===== config.mk =====
export PLATFORM = sky130hd
export DESIGN_NAME = gps_time_to_calendar
export DESIGN_NICKNAME = d
export VERILOG_FILES = /design/src/gtc_pkg.sv /design/src/gtc_date.sv /design/src/gps_time_to_calendar.sv
export SDC_FILE = /design/constraint.sdc
export NUM_CORES = 1
export LEC_CHECK = 0
export ABC_CLOCK_PERIOD_IN_PS = 22800
export BUFFER_PORTS_ARGS = -buffer_cell sky130_fd_sc_hd__buf_2
export CORE_MARGIN = 4
export CORE_UTILIZATION = 55
export CTS_CLUSTER_SIZE = 24
export DETAILED_ROUTE_END_ITERATION = 12
export PLACE_DENSITY = 0.69
export SETUP_SLACK_MARGIN = 0.1
export SLEW_MARGIN = 15
export SYNTH_ARGS = -nofsm -noshare
export SYNTH_HDL_FRONTEND = slang
export SYNTH_SLANG_ARGS = --single-unit

===== constraint.sdc =====
create_clock -name clk -period 22.8 [get_ports clk]
set_clock_uncertainty 0.05 [all_clocks]
set_input_delay 2.28 -clock clk [delete_from_list [all_inputs] [get_ports clk]]
set_output_delay 2.28 -clock clk [all_outputs]
set_load 0.02 [all_outputs]

===== src/gtc_pkg.sv =====
// ----------------------------------------------------------------------------
// gtc_pkg: shared types and constants for the GPS time to calendar converter
// Calendar tables, time divisors and the date result bundle.
// ----------------------------------------------------------------------------
package gtc_pkg;

    localparam int unsigned SECS_DAY        = 86400;
    localparam int unsigned SECS_HOUR       = 3600;
    localparam int unsigned SECS_MIN        = 60;
    localparam int unsigned DAYS_FOUR_YEARS = 1461;
    localparam int unsigned DAYS_LEAP_YEAR  = 366;
    localparam int unsigned DAYS_YEAR       = 365;
    localparam int unsigned BASE_YEAR       = 80;
    // GPS epoch (6 Jan 1980) is day 5 counted from 1 Jan 1980
    localparam int unsigned EPOCH_DAY       = 5;

    // reciprocals: x / d == (x * M) >> S over the ranges used
    localparam int unsigned DAY_RECIP  = 24856;  // (secs >> 7) / 675, S = 24
    localparam int unsigned HOUR_RECIP = 4661;   // (sod >> 4) / 225, S = 20
    localparam int unsigned MIN_RECIP  = 4370;   // rsec / 60, S = 18

    localparam logic [8:0] CUM_NORMAL [0:12] = '{
        9'd0, 9'd31, 9'd59, 9'd90, 9'd120, 9'd151, 9'd181,
        9'd212, 9'd243, 9'd273, 9'd304, 9'd334, 9'd365
    };
    localparam logic [8:0] CUM_LEAP [0:12] = '{
        9'd0, 9'd31, 9'd60, 9'd91, 9'd121, 9'd152, 9'd182,
        9'd213, 9'd244, 9'd274, 9'd305, 9'd335, 9'd366
    };

    typedef struct packed {
        logic [7:0] year;
        logic [3:0] month;
        logic [4:0] day;
    } gtc_date_t;

endpackage


===== src/gtc_date.sv =====
// ----------------------------------------------------------------------------
// gtc_date: day count to calendar date pipeline
// Five register stages: four-year cycle, remainder, year and day of year,
// month, day of month. Advances only when en is high.
// ----------------------------------------------------------------------------
module gtc_date #(
    parameter int TOT_BITS = 16
) (
    input  logic                 clk,
    input  logic                 en,
    input  logic [TOT_BITS-1:0]  tot,
    output gtc_pkg::gtc_date_t   date
);
    import gtc_pkg::*;

    localparam int QS        = TOT_BITS + 11;
    localparam int QMB       = TOT_BITS + 1;
    localparam int QUAD_BITS = TOT_BITS - 10;
    localparam longint unsigned QM =
        ((64'd1 << QS) / 64'd1461) + 64'd1;

    // stage 1: four-year cycle count
    logic [QMB-1:0]            qm_c;
    logic [TOT_BITS+QMB-1:0]   qprod;
    logic [QUAD_BITS-1:0]      quad_next, quad1_reg, quad2_reg;
    logic [TOT_BITS-1:0]       tot1_reg;

    assign qm_c      = QM[QMB-1:0];
    assign qprod     = (TOT_BITS+QMB)'(tot) * (TOT_BITS+QMB)'(qm_c);
    assign quad_next = qprod[TOT_BITS+QMB-1:QS];

    // stage 2: day within the four-year cycle
    logic [TOT_BITS-1:0] qmul, rem_full;
    logic [10:0]         rem_next, rem_reg;

    assign qmul     = TOT_BITS'(quad1_reg) * TOT_BITS'(DAYS_FOUR_YEARS);
    assign rem_full = tot1_reg - qmul;
    assign rem_next = rem_full[10:0];

    // stage 3: year in cycle and day of year
    logic [10:0] r2;
    logic [1:0]  yy;
    logic [8:0]  doy_next, doy3_reg, doy4_reg;
    logic [7:0]  year_next, year3_reg, year4_reg, year5_reg;
    logic [10:0] r2b, r2c;

    assign r2  = rem_reg - 11'(DAYS_LEAP_YEAR);
    assign r2b = r2 - 11'(DAYS_YEAR);
    assign r2c = r2 - 11'(2 * DAYS_YEAR);

    always_comb
    begin
        if (rem_reg < 11'(DAYS_LEAP_YEAR))
        begin
            yy       = 2'd0;
            doy_next = rem_reg[8:0];
        end
        else if (r2 < 11'(DAYS_YEAR))
        begin
            yy       = 2'd1;
            doy_next = r2[8:0];
        end
        else if (r2 < 11'(2 * DAYS_YEAR))
        begin
            yy       = 2'd2;
            doy_next = r2b[8:0];
        end
        else
        begin
            yy       = 2'd3;
            doy_next = r2c[8:0];
        end
    end

    assign year_next = 8'({quad2_reg, yy}) + 8'(BASE_YEAR);

    // stage 4: month by counting table boundaries passed
    logic       leap3_reg, leap4_reg;
    logic [3:0] month_next, month4_reg, month5_reg;

    always_comb
    begin
        month_next = 4'd1;
        for (int m = 1; m < 12; m++)
        begin
            if (doy3_reg >= (leap3_reg ? CUM_LEAP[m] : CUM_NORMAL[m]))
                month_next = month_next + 4'd1;
        end
    end

    // stage 5: day of month
    logic [8:0] mstart, dsum;
    logic [4:0] day_next, day5_reg;

    assign mstart   = leap4_reg ? CUM_LEAP[month4_reg - 4'd1]
                                : CUM_NORMAL[month4_reg - 4'd1];
    assign dsum     = doy4_reg - mstart + 9'd1;
    assign day_next = dsum[4:0];

    always_ff @(posedge clk)
    begin
        if (en)
        begin
            quad1_reg  <= quad_next;
            tot1_reg   <= tot;
            quad2_reg  <= quad1_reg;
            rem_reg    <= rem_next;
            doy3_reg   <= doy_next;
            year3_reg  <= year_next;
            leap3_reg  <= (yy == 2'd0);
            doy4_reg   <= doy3_reg;
            year4_reg  <= year3_reg;
            leap4_reg  <= leap3_reg;
            month4_reg <= month_next;
            year5_reg  <= year4_reg;
            month5_reg <= month4_reg;
            day5_reg   <= day_next;
        end
    end

    assign date.year  = year5_reg;
    assign date.month = month5_reg;
    assign date.day   = day5_reg;

endmodule


===== src/gps_time_to_calendar.sv =====
// ----------------------------------------------------------------------------
// gps_time_to_calendar: GPS week and seconds to UTC calendar date and time
// Subtracts the leap-second offset, splits seconds into day and time of day,
// and turns days since 1 Jan 1980 into year, month and day.
// ----------------------------------------------------------------------------
//
//  channel | handshake            | word
//  --------+----------------------+-------------------------------------------
//  in      | in_valid / in_ready  | gps_week, seconds_of_week, utc_offset
//  out     | out_valid / out_ready| valid_res, year_since_1900, month,
//          |                      | day_of_month, hour, minute, second
//
// One word in per cycle while the pipeline is not held, one word out per
// input word. Eight register stages; the stages carry the chain of
// constant-reciprocal multiplies (days, hours, minutes, four-year cycles),
// each multiply followed by a stage that subtracts its product back.
// The whole pipeline moves on one enable: it holds when the output word is
// waiting and out_ready is low, so in_ready follows out_ready in that case.
// Reset clears the stage valid bits only.
//
module gps_time_to_calendar #(
    parameter int WEEK_BITS = 13
) (
    input  logic                 clk,
    input  logic                 rst_n,

    input  logic                 in_valid,
    output logic                 in_ready,
    input  logic [WEEK_BITS-1:0] gps_week,
    input  logic [19:0]          seconds_of_week,
    input  logic [7:0]           utc_offset,

    output logic                 out_valid,
    input  logic                 out_ready,
    output logic                 valid_res,
    output logic [7:0]           year_since_1900,
    output logic [3:0]           month,
    output logic [4:0]           day_of_month,
    output logic [4:0]           hour,
    output logic [5:0]           minute,
    output logic [5:0]           second
);
    import gtc_pkg::*;

    localparam int TOT_BITS = WEEK_BITS + 3;
    localparam int NSTG     = 8;

    // one enable for every stage; a held output freezes the pipe
    logic            adv;
    logic [NSTG:1]   vld_reg;
    logic [NSTG:1]   ok_reg;   // offset-corrected seconds not negative

    assign adv      = !vld_reg[NSTG] || out_ready;
    assign in_ready = adv;

    // stage 1: offset correction
    logic [20:0]           sdiff;
    logic                  ok_next;
    logic [19:0]           secs_next, secs1_reg, secs2_reg;
    logic [WEEK_BITS-1:0]  week1_reg;

    assign sdiff     = {1'b0, seconds_of_week} - {13'd0, utc_offset};
    assign ok_next   = !sdiff[20];
    assign secs_next = sdiff[19:0];

    // stage 2: whole days (86400 = 675 * 128), week times seven
    logic [27:0]           dprod;
    logic [3:0]            days_next, days2_reg;
    logic [TOT_BITS-1:0]   week7_next, week7_reg;

    assign dprod      = 28'(secs1_reg[19:7]) * 28'(DAY_RECIP);
    assign days_next  = dprod[27:24];
    assign week7_next = {week1_reg, 3'd0} - TOT_BITS'(week1_reg);

    // stage 3: seconds of day, days since 1 Jan 1980
    logic [19:0]           dsec;
    logic [16:0]           sod_next, sod3_reg, sod4_reg;
    logic [TOT_BITS-1:0]   tot_next, tot_reg;

    assign dsec     = secs2_reg - 20'(days2_reg) * 20'(SECS_DAY);
    assign sod_next = dsec[16:0];
    assign tot_next = week7_reg + TOT_BITS'(days2_reg) + TOT_BITS'(EPOCH_DAY);

    // stage 4: hour (3600 = 225 * 16)
    logic [25:0] hprod;
    logic [4:0]  hour_next, hour4_reg, hour5_reg, hour6_reg, hour7_reg;

    assign hprod     = 26'(sod3_reg[16:4]) * 26'(HOUR_RECIP);
    assign hour_next = hprod[24:20];

    // stage 5: seconds of hour
    logic [16:0] hsec;
    logic [11:0] rsec_next, rsec5_reg, rsec6_reg;

    assign hsec      = sod4_reg - 17'(hour4_reg) * 17'(SECS_HOUR);
    assign rsec_next = hsec[11:0];

    // stage 6: minute
    logic [24:0] mprod;
    logic [5:0]  min_next, min6_reg, min7_reg;

    assign mprod    = 25'(rsec5_reg) * 25'(MIN_RECIP);
    assign min_next = mprod[23:18];

    // stage 7: second
    logic [11:0] msec;
    logic [5:0]  sec_next, sec7_reg;

    assign msec     = rsec6_reg - 12'(min6_reg) * 12'(SECS_MIN);
    assign sec_next = msec[5:0];

    // stage 8: output register, time fields zeroed for invalid words
    logic [4:0] hour8_reg;
    logic [5:0] min8_reg, sec8_reg;

    always_ff @(posedge clk or negedge rst_n)
    begin
        if (!rst_n)
            vld_reg <= '0;
        else if (adv)
            vld_reg <= {vld_reg[NSTG-1:1], in_valid};
    end

    always_ff @(posedge clk)
    begin
        if (adv)
        begin
            ok_reg    <= {ok_reg[NSTG-1:1], ok_next};
            secs1_reg <= secs_next;
            week1_reg <= gps_week;
            secs2_reg <= secs1_reg;
            days2_reg <= days_next;
            week7_reg <= week7_next;
            sod3_reg  <= sod_next;
            tot_reg   <= tot_next;
            sod4_reg  <= sod3_reg;
            hour4_reg <= hour_next;
            hour5_reg <= hour4_reg;
            rsec5_reg <= rsec_next;
            hour6_reg <= hour5_reg;
            rsec6_reg <= rsec5_reg;
            min6_reg  <= min_next;
            hour7_reg <= hour6_reg;
            min7_reg  <= min6_reg;
            sec7_reg  <= sec_next;
            hour8_reg <= ok_reg[7] ? hour7_reg : 5'd0;
            min8_reg  <= ok_reg[7] ? min7_reg  : 6'd0;
            sec8_reg  <= ok_reg[7] ? sec7_reg  : 6'd0;
        end
    end

    // date path: stages 4 to 8
    gtc_date_t date;

    gtc_date #(
        .TOT_BITS (TOT_BITS)
    ) u_date (
        .clk  (clk),
        .en   (adv),
        .tot  (tot_reg),
        .date (date)
    );

    assign out_valid       = vld_reg[NSTG];
    assign valid_res       = ok_reg[NSTG];
    assign year_since_1900 = ok_reg[NSTG] ? date.year  : 8'd0;
    assign month           = ok_reg[NSTG] ? date.month : 4'd0;
    assign day_of_month    = ok_reg[NSTG] ? date.day   : 5'd0;
    assign hour            = hour8_reg;
    assign minute          = min8_reg;
    assign second          = sec8_reg;

endmodule

-- Word level (Yosys, flattened, before mapping)
Memories as Yosys holds them, arrays and structs flattened.
Cells that the tools add are included.
- bits in registers: 291
- bits in read-only memories: 288
- bits of input ports: 45
- word-level logic and storage cells: 126
- memories kept: 2
- add/subtract/negate cells: 25
- multipliers: 8
- order comparisons: 15
- multiplexer cells: 35
- bitwise operators: 1
- reductions and logical operators: 4
- memories (name ; words ; width ; rd ports ; clocked after memory_dff ; write ports ; line ; RTL):
    (name not given) ; 16 ; 9 ; 1 ; 0 ; 0 ; gtc_date.sv:96 ; : CUM_NORMAL[month4_reg - 4'd1];
    (name not given) ; 16 ; 9 ; 1 ; 0 ; 0 ; gtc_date.sv:95 ; assign mstart = leap4_reg ? CUM_LEAP[month4_reg - 4'd1]
- operator list (kind ; number):
    4-bit two-way mux ; 12
    4-bit by 1-bit adder with 4-bit output, second input constant ; 9
    9-bit by 8-bit >= comparator with 1-bit output ; 4
    16-bit by 15-bit multiplier with 31-bit output, second input constant ; 1
    5-bit two-way mux ; 6
    9-bit >= comparator ; 3
    9-bit two-way mux ; 3
    13-bit by 12-bit multiplier with 25-bit output, second input constant ; 1
    13-bit by 13-bit multiplier with 25-bit output, second input constant ; 1
    12-bit by 12-bit multiplier with 23-bit output, second input constant ; 1
    11-bit by 9-bit < comparator with 1-bit output, second input constant ; 2
    20-bit by 8-bit subtractor with 21-bit output ; 1
    9-bit by 7-bit >= comparator with 1-bit output ; 2
    17-bit subtractor ; 1
    16-bit by 3-bit adder with 16-bit output, second input constant ; 1
    16-bit by 4-bit adder with 16-bit output ; 1
    16-bit by 13-bit subtractor with 16-bit output ; 1
    12-bit subtractor ; 1
    11-bit by 10-bit < comparator with 1-bit output, second input constant ; 1
    6-bit by 11-bit multiplier with 11-bit output, second input constant ; 1
    11-bit subtractor ; 1
    11-bit by 9-bit subtractor with 11-bit output, second input constant ; 1
    4-bit by 10-bit multiplier with 10-bit output, second input constant ; 1
    2-bit two-way mux ; 5
    other kinds (20) ; 27

-- Longest topological paths before layout
Gate-level depths: netlist of the first run.
- depth in word-level cells: 22
- depth in mapped cells: 28
- depth with buffers taken out: 28

-- Cells and area by module
Synthesis of the first run repeated with hierarchy kept, for this count alone.
- cell total of the unflattened synthesis: 2248
- area, all modules: 25600.8 um^2
- by module, submodules not included (module ; instances ; cells an instance ; area each (um^2) ; sequential area each (um^2)):
    gps_time_to_calendar ; 1 ; 1243 ; 14825.5 ; 6085.8
    gtc_date ; 1 ; 1005 ; 10775.3 ; 2612.5

-- Worst setup path before layout of the first run
No wires, ideal clock.
- path type: input -> output
- start: input port out_ready
- end: output port in_ready
- arrival: 10401 ps
- data required time: 20470 ps
- path slack: 10069 ps
- stages: 2
- path through: nand2b_1 -> clkbuf_1
- cells in the longest elaborated chain, start to end: 1
- RTL lines (what ; line ; RTL):
    from (decl) ; gps_time_to_calendar.sv:34 ; input logic out_ready,
    1-bit logical OR ; gps_time_to_calendar.sv:53 ; assign adv = !vld_reg[NSTG] || out_ready;
    to (decl) ; gps_time_to_calendar.sv:28 ; output logic in_ready,
No other way between the ends.

-- Worst setup path in the final report of the first run
- start: register u_date.doy3_reg[2]
- end: register u_date.month4_reg[3], data pin
- cells in the longest elaborated chain, start to end: 22
- elaborated cells between the ends (all ways): 32
- classes of those cells: add/sub: 10; order compare: 11; mux: 11
- RTL lines (what ; line ; RTL):
    from (decl) ; gtc_date.sv:43 ; logic [8:0] doy_next, doy3_reg, doy4_reg;
    from (signal assigned) ; gtc_date.sv:108 ; doy3_reg <= doy_next;
    9-bit by 5-bit >= comparator with 1-bit output ; gtc_date.sv:86 ; if (doy3_reg >= (leap3_reg ? CUM_LEAP[m] : CUM_NORMAL[m]))
    2-bit two-way mux ; gtc_date.sv:86 ;
    2-bit by 1-bit adder with 3-bit output ; gtc_date.sv:87 ; month_next = month_next + 4'd1;
    4-bit two-way mux ; gtc_date.sv:86 ;
    4-bit by 1-bit adder with 4-bit output ; gtc_date.sv:87 ;
    4-bit two-way mux ; gtc_date.sv:86 ;
    4-bit by 1-bit adder with 4-bit output ; gtc_date.sv:87 ;
    4-bit two-way mux ; gtc_date.sv:86 ;
    [7 not listed] ; -- ;
    4-bit two-way mux ; gtc_date.sv:86 ;
    4-bit by 1-bit adder with 4-bit output ; gtc_date.sv:87 ;
    4-bit two-way mux ; gtc_date.sv:86 ;
    4-bit by 1-bit adder with 4-bit output ; gtc_date.sv:87 ;
    4-bit two-way mux ; gtc_date.sv:86 ;
    4-bit by 1-bit adder with 4-bit output ; gtc_date.sv:87 ;
    4-bit two-way mux (*) ; gtc_date.sv:86 ;
    net u_date.month_next[3] ; gtc_date.sv:79 ; logic [3:0] month_next, month4_reg, month5_reg;
    to (signal assigned) ; gtc_date.sv:114 ; month4_reg <= month_next;
    to (decl) ; gtc_date.sv:79 ;
The timed path passes the listed nets; every way through them passes the cells marked *.
A chain may end at the register's enable or synchronous reset.

==> results.tsv, run 1 <==
stage	metric	value	unit
outcome	status	complete, no violations	
sta	Max Transition Viols Final	0	
worst_setup_path	Data arrival, critical path	7380	ps
global_route	largest net degree at the start of global routing	89	
global_route	aggregate global-route resource usage	18.1	%
sta	Final Hold Fails	0	
clocking	CTS Hold Bufs	0	
logic_synthesis	Async SR Flop Fraction	2.75	%
clocking	setup repair bufs after CTS	0	
die	I/O pins	82	
worst_setup_path	CP Class	flip-flop to flip-flop	
sta	slew at the pin with the worst max-slew slack	1170	ps
logic_synthesis	Post-synth top flop	edfxtp_1	
global_route	gr ovfl total	0	
detailed_routing	1st-iter DRT viols	550	
worst_setup_path	Reg-to-Reg Start	u_date.doy3_reg[2]	
detailed_routing	DRC	0	
clocking	# clock sinks	291	
die	Core ar.	45300	µm²
worst_setup_path	crit-path max FO	12	
sta	Tcrit/Tclk final	31.3	%
sta	Tmin final	7140	ps
die	Initial Utilization	55.6	%
worst_setup_path	Worst Setup Start Kind	flip-flop	
finish	Area growth, synth to finish	8.69	%
sta	worst setup margin	15660	ps
sta	Final TNS setup	0	ps
detailed_routing	Initial DRT Pass Iterations	4	
clocking	Root Buffer	clkbuf_16	
place	Inst Count DP	2855	
detailed_routing	Vias/cell	5.29	
sta	Fmax	140	MHz
detailed_routing	routed wire length	42.7	mm
logic_synthesis	sequential element share of the synthesized area	34.5	%
die	die height	222	µm
finish	sequential cell area	8700	µm²
hold_path	hold path startpoint	ok_reg[5]	
logic_synthesis	Yosys reg bits	291	
worst_setup_path	R2R Setup Slk	15660	ps
sta	Final Setup Violations	0	
hold_path	HP Class	flip-flop to flip-flop	
logic_synthesis	YS warnings	0	
worst_setup_path	worst reg2reg path depth	23	
worst_setup_path	RR Endpoint	u_date.month4_reg[3]	
detailed_routing	drt wl/cell	14.6	µm
clocking	Num CTS Buffers	35	
clocking	cts repair resizes	0	
worst_setup_path	Data required, critical path	23040	ps
detailed_routing	post-route ant nets	0	
worst_setup_path	Worst setup EP type	flip-flop	
clocking	H-Tree Level Count	2	
global_route	initial antenna violation count	0	
job	Max Cap Viol	0	
global_route	vias in the first global route	16500	
hold_path	hold endpoint	ok_reg[6]	
logic_synthesis	syn_area_per_cell	11.5	µm²
die	Die ar.	49300	µm²
finish	nets	3000	
logic_synthesis	EDFF count, synth	283	
logic_synthesis	Synth Cell Area	25200	µm²
sta	slew margin rel.	21.7	%
finish	Layout Cells excl Fill	2915	
global_route	first-pass GRT wire length	75.3	mm
logic_synthesis	Synth cell types	86	
finish	area of the multi-input gates	14800	µm²
place	gpl congestion	0.902	
place	worst slack, placed	15670	ps
finish	ant diodes	0	
die	die width	222	µm
logic_synthesis	Post-Syn Nets	2900	
finish	layout cells sized above 1	7.52	%
hold_path	hold depth	0	
finish	Largest register FFs	20	
clocking	CTS tree	yes	
place	PortBufs	81	
clocking	worst skew pair latency	540	ps
die	std cell rows	78	
finish	fillcell total	3657	
detailed_routing	DR vias	15400	
clocking	CTS Buffer Depth	3	
sta	hold_ws	362	ps
logic_synthesis	post-synthesis cell count	2192	
sta	RSZ-0062 raised after global routing	false	
clocking	clk slew on worst S/H paths	60	ps
place	dpl hpwl	34.2	mm
==> per-stage QoR <==
step / cell area [µm²] / utilization (%)
after global placement: 26300 / 58.1
after floorplan: 25200 / -
after CTS: 27400 / 60.5
final: 27400 / 60.5
after detailed placement: 26300 / 58.1
after global routing: 27400 / 60.5
==> worst max-delay path by stage <==
stage                       start              endpoint
3_3_place_gp     u_date.leap3_reg  u_date.month4_reg[3]
3_5_place_dp   u_date.doy3_reg[2]  u_date.month4_reg[3]
5_1_grt          u_date.leap3_reg  u_date.month4_reg[3]
4_1_cts        u_date.doy3_reg[2]  u_date.month4_reg[3]
6_report       u_date.doy3_reg[2]  u_date.month4_reg[3]
2_1_floorplan           out_ready              in_ready
==> layout make-up <==
type	count	share of cell area, %
clock inverters	19	0.731
clock buffers	41	3.28
repair buffers	85	1.59
flip-flops and latches	291	31.8
well taps	600	2.74
multi-input cells	1439	53.9
inverters	440	6.03
==> cells in the final DEF, fill, tap and decap left out, drive strengths merged, types with 4 or more instances in the layout <==
cell and n:
ha 485, and2 41, buf 85, a21o 33, edfxtp 283, nor3 32, and3 13, o21bai 6
o21a 14, or2 6, inv 440, a211oi 4, mux2 9, a31o 8, nand4 7, o211ai 8
a31oi 9, nor4 6, mux2i 6, nand2 56, dfrtp 8, xor2 45, clkinvlp 6, a211o 8
a2111oi 5, nand3 16, o21ai 57, fa 178, xnor2 101, clkbuf 41, nand2b 13, a21boi 13
nor2b 16, or3 8, a21oi 74, clkinv 10, nor2 97
==> synthesized netlist by cell type, drive strengths merged (4+ instances only) <==
cell	n	area share (%)
nor2b	16	0.41
nor4	6	0.17
mux2i	6	0.24
ha	485	24
a21oi	74	1.5
a21o	33	0.98
edfxtp	283	34
xor2	45	1.6
o21a	14	0.42
or2	6	0.15
fa	178	14
a211oi	4	0.12
nor3	32	0.66
a211o	8	0.28
xnor2	101	3.5
buf	5	0.15
a2111oi	5	0.25
nand2b	13	0.32
nand4	7	0.17
and3	13	0.32
nand3	16	0.32
o21bai	6	0.18
dfrtp	8	0.79
o21ai	57	1.1
clkbuf	17	0.25
mux2	9	0.40
a31o	8	0.28
or3	8	0.20
nor2	97	1.5
a21boi	13	0.39
o211ai	8	0.24
a31oi	9	0.22
nand2	56	0.83
and2	41	1.0
inv	440	6.6
==> critical path, stage by stage, from the launching register on <==
cell and delay (ps):
edfxtp_1 550, ha_1 410, a21oi_1 190, o21ai_0 130, a311oi_1 670, fa_1 550
xnor2_1 390, inv_2 140, ha_1 370, a221o_2 380, a21oi_1 220, ha_1 260
and2_1 160, nor2_1 250, xor2_1 170, o21ai_0 100, ha_1 240, o311a_1 140
xor2_1 170, xnor3_1 510, xnor2_1 180, or4_1 500, nand4_1 110, xor2_1 70
==> routing by layer <==
metal	track usage [%]	share of wire (%)	vias up
met1	22.4	43	7427
li1	-	-	7690
met5	0	0	-
met4	4.98	2.3	0
met2	32.8	51	219
met3	2.95	3.6	70
==> cells by family after synthesis <==
family / Yosys count / share of synthesized area [%]
simple gates: 329 / 6.66
fa+ha+maj: 663 / 38.2
xor+xnor: 149 / 5.34
compound gates: 283 / 7.65
mux: 15 / 0.641
flops: 291 / 34.5
buf+inv: 462 / 6.96
Power of run 1 is not shown: default switching activity piles up to over one toggle a cycle in this logic, so the estimate is an artifact.
==> run 2, diff against run 1 <==
ABC_CLOCK_PERIOD_IN_PS = 6150   (was 22800)
PLACE_DENSITY = 0.72   (was 0.69)
clock period = 6.15 ns   (was 22.8 ns; I/O delays follow)
==> results.tsv, run 2 (same netlist as run 1, synthesis figures left out) <==
stage	metric	value	unit	change
clocking	worst skew pair latency	550	ps	about the same
place	Inst Count DP	2896		+1.4%
job	Max Cap Viol	0		unchanged
detailed_routing	DR vias	15600		+1.4%
place	gpl congestion	0.899		-0.26%
sta	slew at the pin with the worst max-slew slack	982	ps	-184 ps
global_route	first-pass GRT wire length	77.5	mm	+3.0%
die	Core ar.	45300	µm²	unchanged
global_route	gr ovfl total	0		unchanged
sta	hold_ws	189	ps	-173 ps
worst_setup_path	crit-path max FO	3		-9
sta	Tmin final	5840	ps	-1300 ps
die	die width	222	µm	unchanged
detailed_routing	Vias/cell	5.25		-0.66%
worst_setup_path	CP Class	flip-flop to flip-flop		
finish	fin util	62.2	%	+1.7 points
worst_setup_path	Data required, critical path	6390	ps	-16650 ps
clocking	# clock sinks	291		unchanged
worst_setup_path	Worst setup EP type	flip-flop		
sta	slew margin rel.	34.2	%	+12 points
die	die height	222	µm	unchanged
sta	Tcrit/Tclk final	94.9	%	+64 points
detailed_routing	Initial DRT Pass Iterations	5		+1
finish	Area growth, synth to finish	11.8	%	
clocking	Num CTS Buffers	35		unchanged
global_route	aggregate global-route resource usage	18.7	%	+0.58 points
sta	RSZ-0062 raised after global routing	true		
sta	Final Setup Violations	0		unchanged
worst_setup_path	Worst Setup Start Kind	flip-flop		
hold_path	HP Class	primary input to flip-flop		
finish	fin area	28200	µm²	+2.9%
detailed_routing	post-route ant nets	0		unchanged
detailed_routing	drt wl/cell	15.1	µm	+2.9%
clocking	clk slew on worst S/H paths	60	ps	about the same
place	PortBufs	81		unchanged
finish	most common cell after layout, fill and taps aside	ha_1		
place	Placed Instance Area	26600	µm²	+1.3%
global_route	initial antenna violation count	0		unchanged
worst_setup_path	Data arrival, critical path	6080	ps	-1300 ps
detailed_routing	DRC	0		unchanged
finish	layout cells sized above 1	11.6	%	+4.1 points
detailed_routing	1st-iter DRT viols	689		+25%
clocking	Root Buffer	clkbuf_16		
clocking	H-Tree Level Count	2		unchanged
sta	Fmax	171	MHz	+22%
sta	Final Hold Fails	0		unchanged
clocking	CTS Buffer Depth	3		unchanged
global_route	largest net degree at the start of global routing	130		+46%
die	Die ar.	49300	µm²	unchanged
finish	nets	3056		+1.9%
die	std cell rows	78		unchanged
detailed_routing	routed wire length	44.8	mm	+4.9%
sta	Max Transition Viols Final	0		unchanged
outcome	status	complete, no violations		
finish	ant diodes	0		unchanged
clocking	CTS tree	yes		
finish	Layout Cells excl Fill	2974		+2.0%
die	I/O pins	82		unchanged
place	dpl hpwl	34.9	mm	+2.1%
finish	Largest register FFs	20		unchanged
finish	most frequent cells in the layout	ha_1 (478), inv_1 (429), edfxtp_1 (283)		
die	Initial Utilization	55.6	%	unchanged
global_route	vias in the first global route	16700		+1.3%
==> run 2: cell count changes in the layout (fill, tap and decap cells not counted), sizes merged <==
| cell | delta |
|---|---|
| inv | +2 |
| buf | +55 |
| clkinv | +4 |
| bufinv | +3 |
| dlygate4sd3 | +1 |
| clkinvlp | -3 |
| clkbuf | -3 |
==> run 2: what timing repair did <==
item,in CTS,in global routing
gates resized for setup,8,42
setup buffers,2,12
endpoints found under the hold margin,8,0
hold buffers,1,0
endpoints found under the setup margin,6,9
pin swaps,6,27
==> run 2: critical path, stage by stage (launching register included) <==
cell and delay [ps]:
edfxtp_1 360, inv_2 60, fa_1 560, inv_2 50
fa_1 460, fa_1 490, inv_1 50, fa_1 490
inv_2 40, fa_1 530, fa_1 420, ha_1 300
a21o_1 180, a21o_1 170, a21o_1 190, a2111oi_4 320
o22ai_2 150, o2111ai_2 220, buf_4 140, nand3_1 90
a21oi_1 210, xnor2_1 80
==> run 2: metrics by stage <==
step | TNS (ps) | setup WS, ps
after floorplan | 0 | 103
after global placement | 0 | 57.2
after detailed placement | -136 | -133
after CTS | 0 | 105
after global routing | 0 | 45.8
final | 0 | 311
==> run 2: per-layer routing <==
| layer | global-route usage, % | vias to the layer above | share of wire, % |
|---|---|---|---|
| li1 | - | 7803 | - |
| met1 | 23.0 | 7526 | 43 |
| met2 | 34.0 | 215 | 51 |
| met3 | 2.98 | 70 | 3.7 |
| met4 | 5.22 | 0 | 2.2 |
| met5 | 0 | - | 0 |
==> run 2: area by class of cell <==
cell class,instances,area [µm²]
multi-input combinational,1439,15000
sequential,291,8700
tap,600,751
clock buffer,38,887
inverter,440,1660
clock inverter,25,334
fill,3538,17100
timing repair buffer,141,875
==> run 2: final timing paths <==
check,slack [ps],start,to,depth (start not counted)
worst max-delay path,310,tot_reg[12],u_date.quad1_reg[2],21
worst min-delay path,190,gps_week[0],week1_reg[0],1
worst max register to register,310,tot_reg[12],u_date.quad1_reg[2],21
worst min register to register,360,secs2_reg[3],sod3_reg[3],0
max in group asynchronous,5490,rst_n,vld_reg[6],2
min in group asynchronous,400,rst_n,vld_reg[8],2
Power of run 2 is left out for the same reason.
